File: config.mk
export PLATFORM = sky130hd
export DESIGN_NAME = rc_frame_decode_to_polar
export DESIGN_NICKNAME = d
export VERILOG_FILES = /design/src/rcfd_pkg.sv /design/src/rc_frame_decode_to_polar.sv /design/src/rcfd_ctrl.sv /design/src/rcfd_datapath.sv
export SDC_FILE = /design/constraint.sdc
export NUM_CORES = 2
export LEC_CHECK = 0
export ABC_AREA = 1
export BUFFER_PORTS_ARGS = -buffer_cell sky130_fd_sc_hd__buf_2
export CAP_MARGIN = 20
export CORE_UTILIZATION = 55
export CTS_CLUSTER_DIAMETER = 50
export CTS_CLUSTER_SIZE = 14
export DETAILED_ROUTE_END_ITERATION = 16
export GPL_TIMING_DRIVEN = 0
export MAX_ROUTING_LAYER = met4
export PLACE_DENSITY = 0.72
export SLEW_MARGIN = 10
export SYNTH_ARGS = -nofsm -noshare
export SYNTH_HDL_FRONTEND = slang
export SYNTH_SLANG_ARGS = --single-unit
File: constraint.sdc
create_clock -name clk -period 19.7 [get_ports clk]
set_input_delay 2.955 -clock clk [delete_from_list [all_inputs] [get_ports clk]]
set_output_delay 2.955 -clock clk [all_outputs]
set_load 0.01 [all_outputs]
File: src/rcfd_pkg.sv
// ----------------------------------------------------------------------------
// rcfd_pkg
// Shared types, constants and the tangent table of the frame decoder.
// ----------------------------------------------------------------------------
`default_nettype none
package rcfd_pkg;

  localparam int FRAME_BYTES = 18;
  localparam int STORE_DEPTH = 15;
  localparam int POS_W       = 5;
  localparam int CH_W        = 11;
  localparam logic [CH_W-1:0] CENTER = 11'd1024;

  // configuration register indexes
  localparam logic [0:0] REG_DEADBAND   = 1'b0;
  localparam logic [0:0] REG_FULL_SCALE = 1'b1;
  localparam int CFG_IDX_W  = 2;
  localparam int CFG_DATA_W = 11;

  typedef enum logic [2:0] {
    ST_COLLECT,
    ST_SETUP,
    ST_ANGLE,
    ST_DIVIDE,
    ST_NEXT,
    ST_HOLD
  } state_t;

  typedef struct packed {
    logic load;      // latch a stick vector and start
    logic sel_right; // 0 left stick, 1 right stick
    logic ang_step;  // one tangent comparison
    logic div_step;  // one quotient bit
    logic save;      // store stick result
    logic show;      // raise output valid
  } cmd_t;

  typedef struct packed {
    logic ang_done;
    logic div_done;
  } status_t;

  // round(tan(k deg) * 2^16), k = 0..45
  function automatic logic [16:0] tan_q16(input logic [5:0] k);
    logic [16:0] t;
    unique case (k)
      6'd0: t = 17'd0;      6'd1: t = 17'd1144;   6'd2: t = 17'd2289;
      6'd3: t = 17'd3435;   6'd4: t = 17'd4583;   6'd5: t = 17'd5734;
      6'd6: t = 17'd6888;   6'd7: t = 17'd8047;   6'd8: t = 17'd9210;
      6'd9: t = 17'd10380;  6'd10: t = 17'd11556; 6'd11: t = 17'd12739;
      6'd12: t = 17'd13930; 6'd13: t = 17'd15130; 6'd14: t = 17'd16340;
      6'd15: t = 17'd17560; 6'd16: t = 17'd18792; 6'd17: t = 17'd20036;
      6'd18: t = 17'd21294; 6'd19: t = 17'd22566; 6'd20: t = 17'd23853;
      6'd21: t = 17'd25157; 6'd22: t = 17'd26478; 6'd23: t = 17'd27818;
      6'd24: t = 17'd29179; 6'd25: t = 17'd30560; 6'd26: t = 17'd31964;
      6'd27: t = 17'd33392; 6'd28: t = 17'd34846; 6'd29: t = 17'd36327;
      6'd30: t = 17'd37837; 6'd31: t = 17'd39378; 6'd32: t = 17'd40951;
      6'd33: t = 17'd42560; 6'd34: t = 17'd44205; 6'd35: t = 17'd45889;
      6'd36: t = 17'd47615; 6'd37: t = 17'd49385; 6'd38: t = 17'd51202;
      6'd39: t = 17'd53070; 6'd40: t = 17'd54991; 6'd41: t = 17'd56970;
      6'd42: t = 17'd59009; 6'd43: t = 17'd61113; 6'd44: t = 17'd63287;
      default: t = 17'd65536;
    endcase
    return t;
  endfunction

endpackage
`default_nettype wire

File: src/rc_frame_decode_to_polar.sv
// ----------------------------------------------------------------------------
// rc_frame_decode_to_polar
// Remote-control frame decoder with polar stick output.
// ----------------------------------------------------------------------------
// Bytes are taken one per cycle while collecting. After the last byte of a
// frame the block stalls its input while a serial tangent-table search and a
// 17-step restoring divider, shared by both sticks, work on each stick in
// turn; the result then holds until taken.
`default_nettype none
module rc_frame_decode_to_polar
  import rcfd_pkg::*;
(
  input  wire logic        clk,
  input  wire logic        rst,
  input  wire logic        cfg_we,
  input  wire logic [CFG_IDX_W-1:0]  cfg_addr,
  input  wire logic [CFG_DATA_W-1:0] cfg_data,
  input  wire logic        in_valid,
  output logic             in_stall,
  input  wire logic [7:0]  data_byte,
  input  wire logic        frame_start,
  output logic             out_valid,
  input  wire logic        out_stall,
  output logic [7:0]       left_push_pct,
  output logic [8:0]       left_angle_deg,
  output logic [7:0]       right_push_pct,
  output logic [8:0]       right_angle_deg,
  output logic [7:0]       switch_code,
  output logic [7:0]       key_bits,
  output logic signed [15:0] mouse_x,
  output logic signed [15:0] mouse_y,
  output logic signed [15:0] mouse_z,
  output logic [7:0]       press_left,
  output logic [7:0]       press_right
);

  cmd_t             cmd;
  status_t          status;
  logic             store_en;
  logic [POS_W-1:0] store_pos;

  rcfd_ctrl u_ctrl (
    .clk, .rst, .in_valid, .in_start(frame_start), .out_stall, .status,
    .in_stall, .out_valid, .store_en, .store_pos, .cmd
  );

  rcfd_datapath u_dp (
    .clk, .rst, .cfg_we, .cfg_addr, .cfg_data, .store_en, .store_pos,
    .data_byte, .cmd, .status, .left_push_pct, .left_angle_deg,
    .right_push_pct, .right_angle_deg, .switch_code, .key_bits,
    .mouse_x, .mouse_y, .mouse_z, .press_left, .press_right
  );

endmodule
`default_nettype wire

File: src/rcfd_ctrl.sv
// ----------------------------------------------------------------------------
// rcfd_ctrl
// Sequencer: byte position, frame completion and the per-stick work.
// ----------------------------------------------------------------------------
`default_nettype none
module rcfd_ctrl
  import rcfd_pkg::*;
(
  input  wire logic    clk,
  input  wire logic    rst,
  input  wire logic    in_valid,
  input  wire logic    in_start,
  input  wire logic    out_stall,
  input  wire status_t status,
  output logic         in_stall,
  output logic         out_valid,
  output logic         store_en,
  output logic [POS_W-1:0] store_pos,
  output cmd_t         cmd
);

  state_t state, state_next;
  logic [POS_W-1:0] pos, pos_next;
  logic             right, right_next;
  logic             accept;
  logic [POS_W-1:0] eff_pos;
  logic             last;

  assign in_stall  = (state != ST_COLLECT);
  assign out_valid = (state == ST_HOLD);
  assign accept    = in_valid && !in_stall;
  assign eff_pos   = in_start ? '0 : pos;
  assign store_pos = eff_pos;
  assign store_en  = accept && (in_start || pos != '0);
  assign last      = (eff_pos == POS_W'(FRAME_BYTES - 1));

  // next state
  always_comb begin
    state_next = state;
    pos_next   = pos;
    right_next = right;
    unique case (state)
      ST_COLLECT: begin
        if (store_en) begin
          if (last) begin
            pos_next   = '0;
            right_next = 1'b0;
            state_next = ST_SETUP;
          end else begin
            pos_next = eff_pos + POS_W'(1);
          end
        end
      end
      ST_SETUP:  state_next = ST_ANGLE;
      ST_ANGLE:  if (status.ang_done) state_next = ST_DIVIDE;
      ST_DIVIDE: if (status.div_done) state_next = ST_NEXT;
      ST_NEXT: begin
        if (right) state_next = ST_HOLD;
        else begin
          right_next = 1'b1;
          state_next = ST_SETUP;
        end
      end
      ST_HOLD:   if (!out_stall) state_next = ST_COLLECT;
      default:   state_next = ST_COLLECT;
    endcase
  end

  // commands
  always_comb begin
    cmd           = '0;
    cmd.sel_right = right;
    unique case (state)
      ST_SETUP:  cmd.load     = 1'b1;
      ST_ANGLE:  cmd.ang_step = 1'b1;
      ST_DIVIDE: cmd.div_step = 1'b1;
      ST_NEXT:   cmd.save     = 1'b1;
      default:   cmd.show     = (state == ST_HOLD);
    endcase
  end

  always_ff @(posedge clk) begin
    if (rst) begin
      state <= ST_COLLECT;
      pos   <= '0;
      right <= 1'b0;
    end else begin
      state <= state_next;
      pos   <= pos_next;
      right <= right_next;
    end
  end

endmodule
`default_nettype wire

File: src/rcfd_datapath.sv
// ----------------------------------------------------------------------------
// rcfd_datapath
// Frame store, channel unpack, serial atan2 search and restoring divider.
// ----------------------------------------------------------------------------
`default_nettype none
module rcfd_datapath
  import rcfd_pkg::*;
(
  input  wire logic        clk,
  input  wire logic        rst,
  input  wire logic        cfg_we,
  input  wire logic [CFG_IDX_W-1:0]  cfg_addr,
  input  wire logic [CFG_DATA_W-1:0] cfg_data,
  input  wire logic        store_en,
  input  wire logic [POS_W-1:0] store_pos,
  input  wire logic [7:0]  data_byte,
  input  wire cmd_t        cmd,
  output status_t          status,
  output logic [7:0]       left_push_pct,
  output logic [8:0]       left_angle_deg,
  output logic [7:0]       right_push_pct,
  output logic [8:0]       right_angle_deg,
  output logic [7:0]       switch_code,
  output logic [7:0]       key_bits,
  output logic signed [15:0] mouse_x,
  output logic signed [15:0] mouse_y,
  output logic signed [15:0] mouse_z,
  output logic [7:0]       press_left,
  output logic [7:0]       press_right
);

  logic [7:0]  deadband;
  logic [10:0] full_scale;
  logic [7:0]  fb [STORE_DEPTH];

  // configuration registers
  always_ff @(posedge clk) begin
    if (rst) begin
      deadband   <= 8'd10;
      full_scale <= 11'd660;
    end else if (cfg_we && cfg_addr[1] == 1'b0) begin
      if (cfg_addr[0] == REG_DEADBAND) deadband <= cfg_data[7:0];
      else                              full_scale <= cfg_data;
    end
  end

  // frame bytes; trailing bytes are not stored
  always_ff @(posedge clk) begin
    if (store_en && store_pos < POS_W'(STORE_DEPTH))
      fb[store_pos[3:0]] <= data_byte;
  end

  // unpack channels
  logic [CH_W-1:0] ch0, ch1, ch2, ch3;
  assign ch0 = {fb[1][2:0], fb[0]};
  assign ch1 = {fb[2][5:0], fb[1][7:3]};
  assign ch2 = {fb[4][0], fb[3], fb[2][7:6]};
  assign ch3 = {fb[5][3:0], fb[4][7:1]};

  function automatic logic signed [11:0] snap_off(input logic [CH_W-1:0] c,
                                                 input logic [7:0] db);
    logic signed [12:0] d;
    logic [11:0] a;
    d = $signed({2'b00, c}) - 13'sd1024;
    a = d[12] ? 12'(-d) : d[11:0];
    if (a < {4'd0, db}) return 12'sd0;
    return d[11:0];
  endfunction

  // stick selection
  logic signed [11:0] dx, dy;
  always_comb begin
    if (cmd.sel_right) begin
      dx = snap_off(ch0, deadband);
      dy = snap_off(ch1, deadband);
    end else begin
      dx = snap_off(ch2, deadband);
      dy = snap_off(ch3, deadband);
    end
  end

  // quadrant fold
  logic [1:0]  q_in;
  logic [10:0] u_in, v_in;
  always_comb begin
    priority if (dx > 0 && dy >= 0) begin
      q_in = 2'd0; u_in = 11'(dx);  v_in = 11'(dy);
    end else if (dx <= 0 && dy > 0) begin
      q_in = 2'd1; u_in = 11'(dy);  v_in = 11'(-dx);
    end else if (dx < 0 && dy <= 0) begin
      q_in = 2'd2; u_in = 11'(-dx); v_in = 11'(-dy);
    end else begin
      q_in = 2'd3; u_in = 11'(-dy); v_in = 11'(dx);
    end
  end

  logic [10:0] ax, ay, mx;
  assign ax = dx[11] ? 11'(-dx) : 11'(dx);
  assign ay = dy[11] ? 11'(-dy) : 11'(dy);
  assign mx = (ax > ay) ? ax : ay;

  // angle search, one table entry per cycle
  logic [1:0]  q;
  logic [10:0] u, v;
  logic        zero_vec, low_half;
  logic [5:0]  k;
  logic [6:0]  best;
  logic        found;
  logic [27:0] lhs, rhs;

  assign lhs = low_half ? {v, 17'd0} >> 1 : {u, 17'd0} >> 1;
  assign rhs = low_half ? tan_q16(k) * u : tan_q16(k) * v;

  // restoring divider of 100*m by full_scale, or by 1 when full_scale is zero
  logic [16:0] dividend;
  logic [11:0] rem;
  logic [16:0] quo;
  logic [4:0]  dbit;
  logic [10:0] fs;
  logic [12:0] trial;
  assign fs    = (full_scale == '0) ? 11'd1 : full_scale;
  assign trial = {rem, dividend[16]} - {2'b00, fs};

  assign status.ang_done = zero_vec || found || (low_half && k == 6'd44)
                           || (!low_half && k == 6'd45);
  assign status.div_done = (dbit == 5'd17);

  always_ff @(posedge clk) begin
    if (rst) begin
      found <= 1'b0;
      k     <= '0;
      dbit  <= '0;
    end else if (cmd.load) begin
      q        <= q_in;
      u        <= u_in;
      v        <= v_in;
      zero_vec <= (dx == 0) && (dy == 0);
      low_half <= v_in < u_in;
      k        <= 6'd1;
      best     <= (v_in < u_in) ? 7'd0 : 7'd45;
      found    <= 1'b0;
      dividend <= 17'(mx) * 17'd100;
      rem      <= '0;
      quo      <= '0;
      dbit     <= '0;
    end else if (cmd.ang_step && !status.ang_done) begin
      // low half keeps the last k passing; high half stops at first hit
      if (low_half) begin
        if (lhs >= rhs) best <= {1'b0, k};
      end else if (lhs <= rhs) begin
        best  <= 7'(7'd90 - {1'b0, k});
        found <= 1'b1;
      end
      k <= k + 6'd1;
    end else if (cmd.ang_step && low_half && !zero_vec && !found) begin
      if (lhs >= rhs) best <= {1'b0, k};
      found <= 1'b1;
    end else if (cmd.ang_step && !low_half && !zero_vec && !found) begin
      if (lhs <= rhs) best <= 7'(7'd90 - {1'b0, k});
      found <= 1'b1;
    end else if (cmd.div_step && dbit != 5'd17) begin
      if (!trial[12]) begin
        rem <= trial[11:0];
        quo <= {quo[15:0], 1'b1};
      end else begin
        rem <= {rem[10:0], dividend[16]};
        quo <= {quo[15:0], 1'b0};
      end
      dividend <= {dividend[15:0], 1'b0};
      dbit     <= dbit + 5'd1;
    end
  end

  // final angle and push
  logic [9:0] ang_sum;
  logic [8:0] ang;
  logic [7:0] push;
  assign ang_sum = 10'd90 * {8'd0, q} + {3'd0, best} + 10'd270;
  assign ang  = zero_vec ? 9'd270
              : (ang_sum >= 10'd720) ? 9'(ang_sum - 10'd720)
              : (ang_sum >= 10'd360) ? 9'(ang_sum - 10'd360) : ang_sum[8:0];
  assign push = (quo > 17'd255) ? 8'd255 : quo[7:0];

  always_ff @(posedge clk) begin
    if (cmd.save) begin
      if (cmd.sel_right) begin
        right_push_pct  <= push;
        right_angle_deg <= ang;
      end else begin
        left_push_pct  <= push;
        left_angle_deg <= ang;
      end
    end
  end

  // plain fields
  assign switch_code = (8'h10 << fb[5][7:6]) | (8'h01 << fb[5][5:4]);
  assign key_bits    = fb[14];
  assign mouse_x     = {fb[7], fb[6]};
  assign mouse_y     = {fb[9], fb[8]};
  assign mouse_z     = {fb[11], fb[10]};
  assign press_left  = fb[12];
  assign press_right = fb[13];

endmodule
`default_nettype wire

# Yosys cells after proc, flatten, opt, wreduce, memory -nomap -nowiden
# Memories as Yosys holds them, arrays and structs flattened.
# Index checks and enable logic that the tools add are counted.
[totals]
register_bits = 153
latch_bits = 0
ramBits = 120
mem_bits_ro = 2176
input_bits = 27
out_inout_bits = 116
elab_cells = 238
memories = 3
[classes]
n_addsub = 19
n_mul = 4
n_div = 0
magnitude_cmp = 18
eq_ne = 20
shift = 2
muxes = 88
bitwise = 8
n_reduce_logical = 52
[mem_list]
columns = ["name", "words", "width", "read_ports", "rd_ports_with_merged_regs", "wr", "line", "source"]
rows = [
  ["(name not given)", 64, 17, 1, 0, 0, "rcfd_pkg.sv:46", "unique case (k)"],
  ["(name not given)", 64, 17, 1, 0, 0, "rcfd_pkg.sv:46", ""],
  ["u_dp.fb", 15, 8, 15, 0, 1, "rcfd_datapath.sv:34", "logic [7:0] fb [STORE_DEPTH];"],
]
[ops]
columns = ["op", "count"]
rows = [
  ["two-way mux 12 bit", 19],
  ["two-way mux 17 bit", 9],
  ["two-way mux 11 bit", 10],
  ["zero test 32 bit", 2],
  ["multiplier 17 x 11 -> 28 bit", 2],
  ["two-way mux 7 bit", 7],
  ["less-than comparator 12 x 8 -> 1 bit", 4],
  ["negator 12 bit", 4],
  ["subtractor 11 x 11 -> 12 bit (second input constant)", 4],
  ["greater-or-equal comparator 28 bit", 1],
  ["<= comparator 28 bit", 1],
  ["two-way mux 28 bit", 1],
  ["two-way mux 27 bit", 1],
  ["two-way mux 9 bit", 3],
  ["two-way mux 1 bit", 26],
  ["> comparator 12 x 1 -> 1 bit (second input constant)", 2],
  ["<= comparator 12 x 1 -> 1 bit (second input constant)", 2],
  ["negator 11 bit", 2],
  ["logical AND 1 bit", 18],
  ["two-way mux 3 bit", 6],
  ["case mux 3 bit (6 select lines)", 1],
  ["> comparator 17 x 8 -> 1 bit (second input constant)", 1],
  ["multiplier 11 x 5 -> 15 bit (second input constant)", 1],
  ["!= test 2 bit (second input constant)", 7],
  ["other kinds (44)", 77],
]

# Logic depth before layout (Yosys ltp)
# An unclocked memory read counts as a cell.
[logic_depth]
word_depth = 17
depth_mapped = 57
depth_no_buf = 55

# By module
# From an unflattened synthesis, not the netlist that was laid out.
[unflattened]
cells_unflattened = 3494
hier_area_um2 = 29030.3
[modules_own_cells]
columns = ["module", "n_inst", "cells_per_inst", "area_per_inst_um2", "seq_area_each_um2"]
rows = [
  ["rcfd_datapath", 1, 3397, 28287.1, 7557.2],
  ["rcfd_ctrl", 1, 97, 743.2, 180.2],
]

# Least setup slack after synthesis
# Ideal clock, no wire load.
[synth_path]
path_type = "reg2reg"
from = "reg u_dp.k[0]"
to = "reg u_dp.best[3], data pin"
setup_time_ns = 0.253
arrival_ns = 8.438
required_time_ns = 19.447
slack_ns = 11.009
path_stages_with_launch = 48
n_path_buf = 3
synth_period_minus_slack_ns = 8.691
path_cell_list = "dfxtp_1 > clkbuf_1 > inv_1 > ha_1 > inv_1 > nor2_1 > inv_1 > a21oi_1 > o21ai_0 > nand3_1 > inv_1 > clkbuf_1 > nand2_1 > fa_1 > inv_1 > fa_1 > fa_1 > fa_1 > [... 12 more ...] > a31oi_1 > xor2_1 > nand2_1 > nand2_1 > inv_1 > ha_1 > a21oi_1 > o21bai_1 > a221o_1 > nand2_1 > nand2_1 > buf_4 > nand2_2 > nand2_1 > nand3_1 > nand2_1 > inv_1 > nand2_2"
[synth_via]
elab_chain_len = 9
word_cells_on_any_way = 23
classes_between = "add/sub: 1; mul: 2; order compare: 2; eq/ne: 2; mux: 8; reduce/logical: 6; memory: 2"
[synth_lines]
columns = ["element", "line", "source"]
rows = [
  ["start: declaration", "rcfd_datapath.sv:106", "logic [5:0] k;"],
  ["start signal: assignment", "rcfd_datapath.sv:154", "k <= k + 6'd1;"],
  ["memory read (64 x 17 bit)", "--", ""],
  ["multiplier 17 x 11 -> 28 bit", "--", ""],
  ["two-way mux 28 bit", "--", ""],
  ["<= comparator 28 bit", "--", ""],
  ["two-way mux 7 bit", "rcfd_datapath.sv:150, rcfd_datapath.sv:159", ""],
  ["two-way mux 7 bit", "rcfd_datapath.sv:158", "end else if (cmd.ang_step && !low_half && !zero_vec && !found) begin"],
  ["two-way mux 7 bit", "rcfd_datapath.sv:155", "end else if (cmd.ang_step && low_half && !zero_vec && !found) begin"],
  ["two-way mux 7 bit *", "rcfd_datapath.sv:146", "end else if (cmd.ang_step && !status.ang_done) begin"],
  ["two-way mux 7 bit *", "rcfd_datapath.sv:133", "end else if (cmd.load) begin"],
  ["end signal: assignment", "rcfd_datapath.sv:149", "if (lhs >= rhs) best <= {1'b0, k};"],
  ["end signal: assignment", "rcfd_datapath.sv:156", "if (lhs >= rhs) best <= {1'b0, k};"],
  ["end signal: assignment", "rcfd_datapath.sv:159", "if (lhs <= rhs) best <= 7'(7'd90 - {1'b0, k});"],
  ["end: declaration", "rcfd_datapath.sv:107", "logic [6:0] best;"],
]
# Every way passes the cells marked *; elsewhere a longest branch is shown, timed or not. The select of a mux whose other input is x is not followed.
# A chain may end at the register's enable or synchronous reset.

# Worst setup path in the final report
# Ends and elaborated chain as after synthesis.

==> out/results.tsv <==
stage	metric	value	unit
setup_path	crit-path max cell delay	670	ps
logic_synthesis	syn avg cell area	8.36	um^2
global_routing	initial antenna violation count	0	
job	# Max-Cap Violations	0	
timing	crit path time final	11440	ps
setup_path	CP startpoint	u_dp.k[0]$_SDFFE_PP0P_	
timing	final worst slack	8260	ps
route	First-pass DRT Iterations	6	
logic_synthesis	dominant cells by area after synthesis	edfxtp_1, fa_1, ha_1	
global_routing	GRT overflow	0	
clock_network	hold buffers post-CTS	0	
finish	layout cells sized above 1	0.0780	
finish	cell area after layout	31100	um^2
logic_synthesis	top cell type's share of synthesized area	0.243	
logic_synthesis	Mapped Cells	3418	
logic_synthesis	Syn Std Cell Area	28600	um^2
clock_network	Gates resized, CTS repair	0	
timing	achievable frequency	87.4	MHz
route	via count	23700	
route	Vias/cell	5.51	
placement	Post-Place Worst Slack	8540	ps
setup_path	Worst EP required	20020	ps
logic_synthesis	Post-synth EDFFs	231	
clock_network	CTS H-Tree Depth	1	
placement	GP Congestion	1.01	
die	IO Pins	143	
logic_synthesis	syn_nets	4006	
timing	Slew Limit Fails	0	
setup_path	CP Capture Type	register	
setup_path	Worst R2R Path Depth	45	
outcome	status	completed	
pwr	Power Density	37.6	nW/um^2
logic_synthesis	area leader, netlist	edfxtp_1	
clock_network	CTS Root Cell	clkbuf_16	
logic_synthesis	Seq/Total Area, Yosys	0.271	
timing	Worst-Margin Slew	986	ps
setup_path	Startpoint Class	register	
global_routing	vias in the first global route	23600	
hold_path	HP Class	register to register	
setup_path	Crit Path Max Fanout	10	
setup_path	CP max-delay cell	nand3_1	
logic_synthesis	most frequent cells after synthesis	nand2_1, inv_1, nor2_1, ha_1, fa_1	
logic_synthesis	most numerous cell in the Yosys netlist	nand2_1	
timing	period utilisation layout	0.581	
timing	Relative slew margins	0.326	
timing	RSZ-0062 raised after global routing	no	
pwr	Leak Pwr	15.2	nW
setup_path	kind of critical path	register to register	
timing	final setup vio count	0	
finish	synthesis-to-finish area growth	8.63	%
logic_synthesis	dominant synthesized flop cell	edfxtp_1	
clock_network	cts bufs inserted	26	
clock_network	CTS tree	built	
timing	hold slack	466	ps
logic_synthesis	post-synth cell types	64	
finish	antenna cell count	0	
setup_path	r2r startpoint	u_dp.k[0]$_SDFFE_PP0P_	
clock_network	Worst-path clk slew	60	ps
pwr	Max VDD drop	88.2	uV
setup_path	critical path arrival	11750	ps
global_routing	first-pass GRT wire length	125000	um
route	# DRC	0	
clock_network	Skew-Pair Late Insertion Delay	570	ps
clock_network	Setup Buffers After CTS	0	
die	Die Y	230	um
placement	area post-placement	30300	um^2
setup_path	RR Endpoint	u_dp.best[3]$_DFFE_PP_	
global_routing	largest net degree at the start of global routing	20	
clock_network	Clock Tree Buf Depth	3	
timing	Clock Skews	34.7	ps
logic_synthesis	Synth async-reset ratio	0	
logic_synthesis	Yosys reg bits	271	
placement	Port Buf Inserts	142	
placement	estimated wirelength of the detail-placed design	62300	um
die	Die Wd	230	um
route	total length of routed wires	78000	um
die	FP Rows	83	
finish	# fillers	4642	
global_routing	Total GRT Usage	0.309	
clock_network	Sink Count	271	
timing	Final TNS setup	0	ps
route	DRT antenna net count	0	
die	die area	52900	um^2
route	Iteration-0 DRC Markers	1874	
setup_path	worst setup path endpoint	u_dp.best[3]$_DFFE_PP_	
finish	final-stage net count	4182	
route	wire per inst	18.2	um
logic_synthesis	yosys warns	0	
die	initial core utilization	0.557	
die	core area	51300	um^2
timing	Fin. Hold Viols	0	
setup_path	r2r setup slk	8260	ps
## metrics by stage
| stage | utilization | instances | total power, W |
|---|---|---|---|
| after global routing | 0.605 | 4294 | 0.00121 |
| final | 0.605 | 4294 | 0.00117 |
| after global placement | 0.588 | 4240 | 0.000711 |
| after CTS | 0.605 | 4294 | 0.00118 |
| after floorplan | - | 3418 | 0.000689 |
| after detailed placement | 0.590 | 4246 | 0.000712 |
## how the worst min path moves through the flow
stage | to | slack (ps) | depth (start not counted) | start
after floorplan | u_dp.full_scale[0]$_SDFFE_PP0P_ | 430 | 2 | u_dp.full_scale[0]$_SDFFE_PP0P_
after global placement | u_dp.full_scale[0]$_SDFFE_PP0P_ | 450 | 2 | u_dp.full_scale[0]$_SDFFE_PP0P_
after detailed placement | u_dp.full_scale[0]$_SDFFE_PP0P_ | 460 | 2 | u_dp.full_scale[0]$_SDFFE_PP0P_
after CTS | u_dp.full_scale[0]$_SDFFE_PP0P_ | 470 | 2 | u_dp.full_scale[0]$_SDFFE_PP0P_
after global routing | u_ctrl.pos[1]$_SDFFE_PP0P_ | 500 | 2 | u_ctrl.pos[1]$_SDFFE_PP0P_
final | u_dp.full_scale[0]$_SDFFE_PP0P_ | 470 | 2 | u_dp.full_scale[0]$_SDFFE_PP0P_
## report_power, final
group / switching [W] / internal, W / leakage [nW] / total (W)
Combinational: 0.0000483 / 0.0000271 / 12.4 / 0.0000755
Sequential: 0.00000207 / 0.000622 / 2.44 / 0.000624
Clock: 0.000218 / 0.000250 / 0.372 / 0.000468
Total: 0.000268 / 0.000900 / 15.2 / 0.00117
## cell families (layout without fill, tap and decap cells)
group                    Yosys count  in the layout  synth area share
AND/OR/NAND/NOR                 1239           1239             0.180
buffers and inverters            735            931            0.0989
adder cells (fa/ha/maj)          561            561             0.318
AO/OA/AOI/OAI                    514            514             0.102
flip-flops                       271            271             0.271
XOR/XNOR                          95             95            0.0294
multiplexers                       3              3           0.00105
## area by class of cell
cell class / count / area (um^2) / area share
Clock buffer: 39 / 699 / 0.0225
Multi-Input combinational cell: 2412 / 18000 / 0.581
Buffer: 109 / 477 / 0.0154
Clock inverter: 9 / 86.3 / 0.00278
Sequential cell: 271 / 7740 / 0.249
Tap cell: 680 / 851 / 0.0274
Timing Repair Buffer: 148 / 806 / 0.0259
Inverter: 626 / 2350 / 0.0757
## state kept, by name, summed over array words and instances, names as in the netlist, 9 cells and up
name                  cells
u_dp.full_scale          11
u_dp.rem                 12
u_dp.fb                 120
u_dp.u                   11
u_dp.right_angle_deg      9
u_dp.dividend            15
u_dp.quo                 17
u_dp.v                   11
u_dp.left_angle_deg       9
## cell usage in the layout (no fill, tap or decap), types with 15 or more instances in the layout
master / netlist / final
nand2_1: 638 / 638
inv_1: 608 / 608
nor2_1: 360 / 357
ha_1: 285 / 285
fa_1: 276 / 276
edfxtp_1: 231 / 231
o21ai_0: 185 / 185
a21oi_1: 174 / 174
buf_2: 11 / 153
nand3_1: 111 / 111
clkbuf_1: 83 / 96
xor2_1: 61 / 61
dfxtp_1: 40 / 40
nor3_1: 36 / 36
xnor2_1: 33 / 33
clkbuf_16: 0 / 26
o211ai_1: 25 / 25
o21ai_1: 24 / 24
nand4_1: 23 / 23
nand2_2: 21 / 21
a31oi_1: 18 / 18
o31ai_1: 15 / 15
## critical path: cells and delay by family, from the launching register on
| family | cells | cell delay [ps] |
|---|---|---|
| fa+ha+maj | 8 | 3640 |
| compound gates | 10 | 2370 |
| buf+inv | 11 | 2490 |
| flops | 1 | 470 |
| xor+xnor | 1 | 180 |
| simple gates | 15 | 2000 |
## metal layers
metal  track usage  share of wire
met2         0.508           0.48
met5             -              0
met1         0.377           0.40
met4         0.139          0.051
met3        0.0441          0.070
No activity file was read; power rests on OpenSTA's default activity.
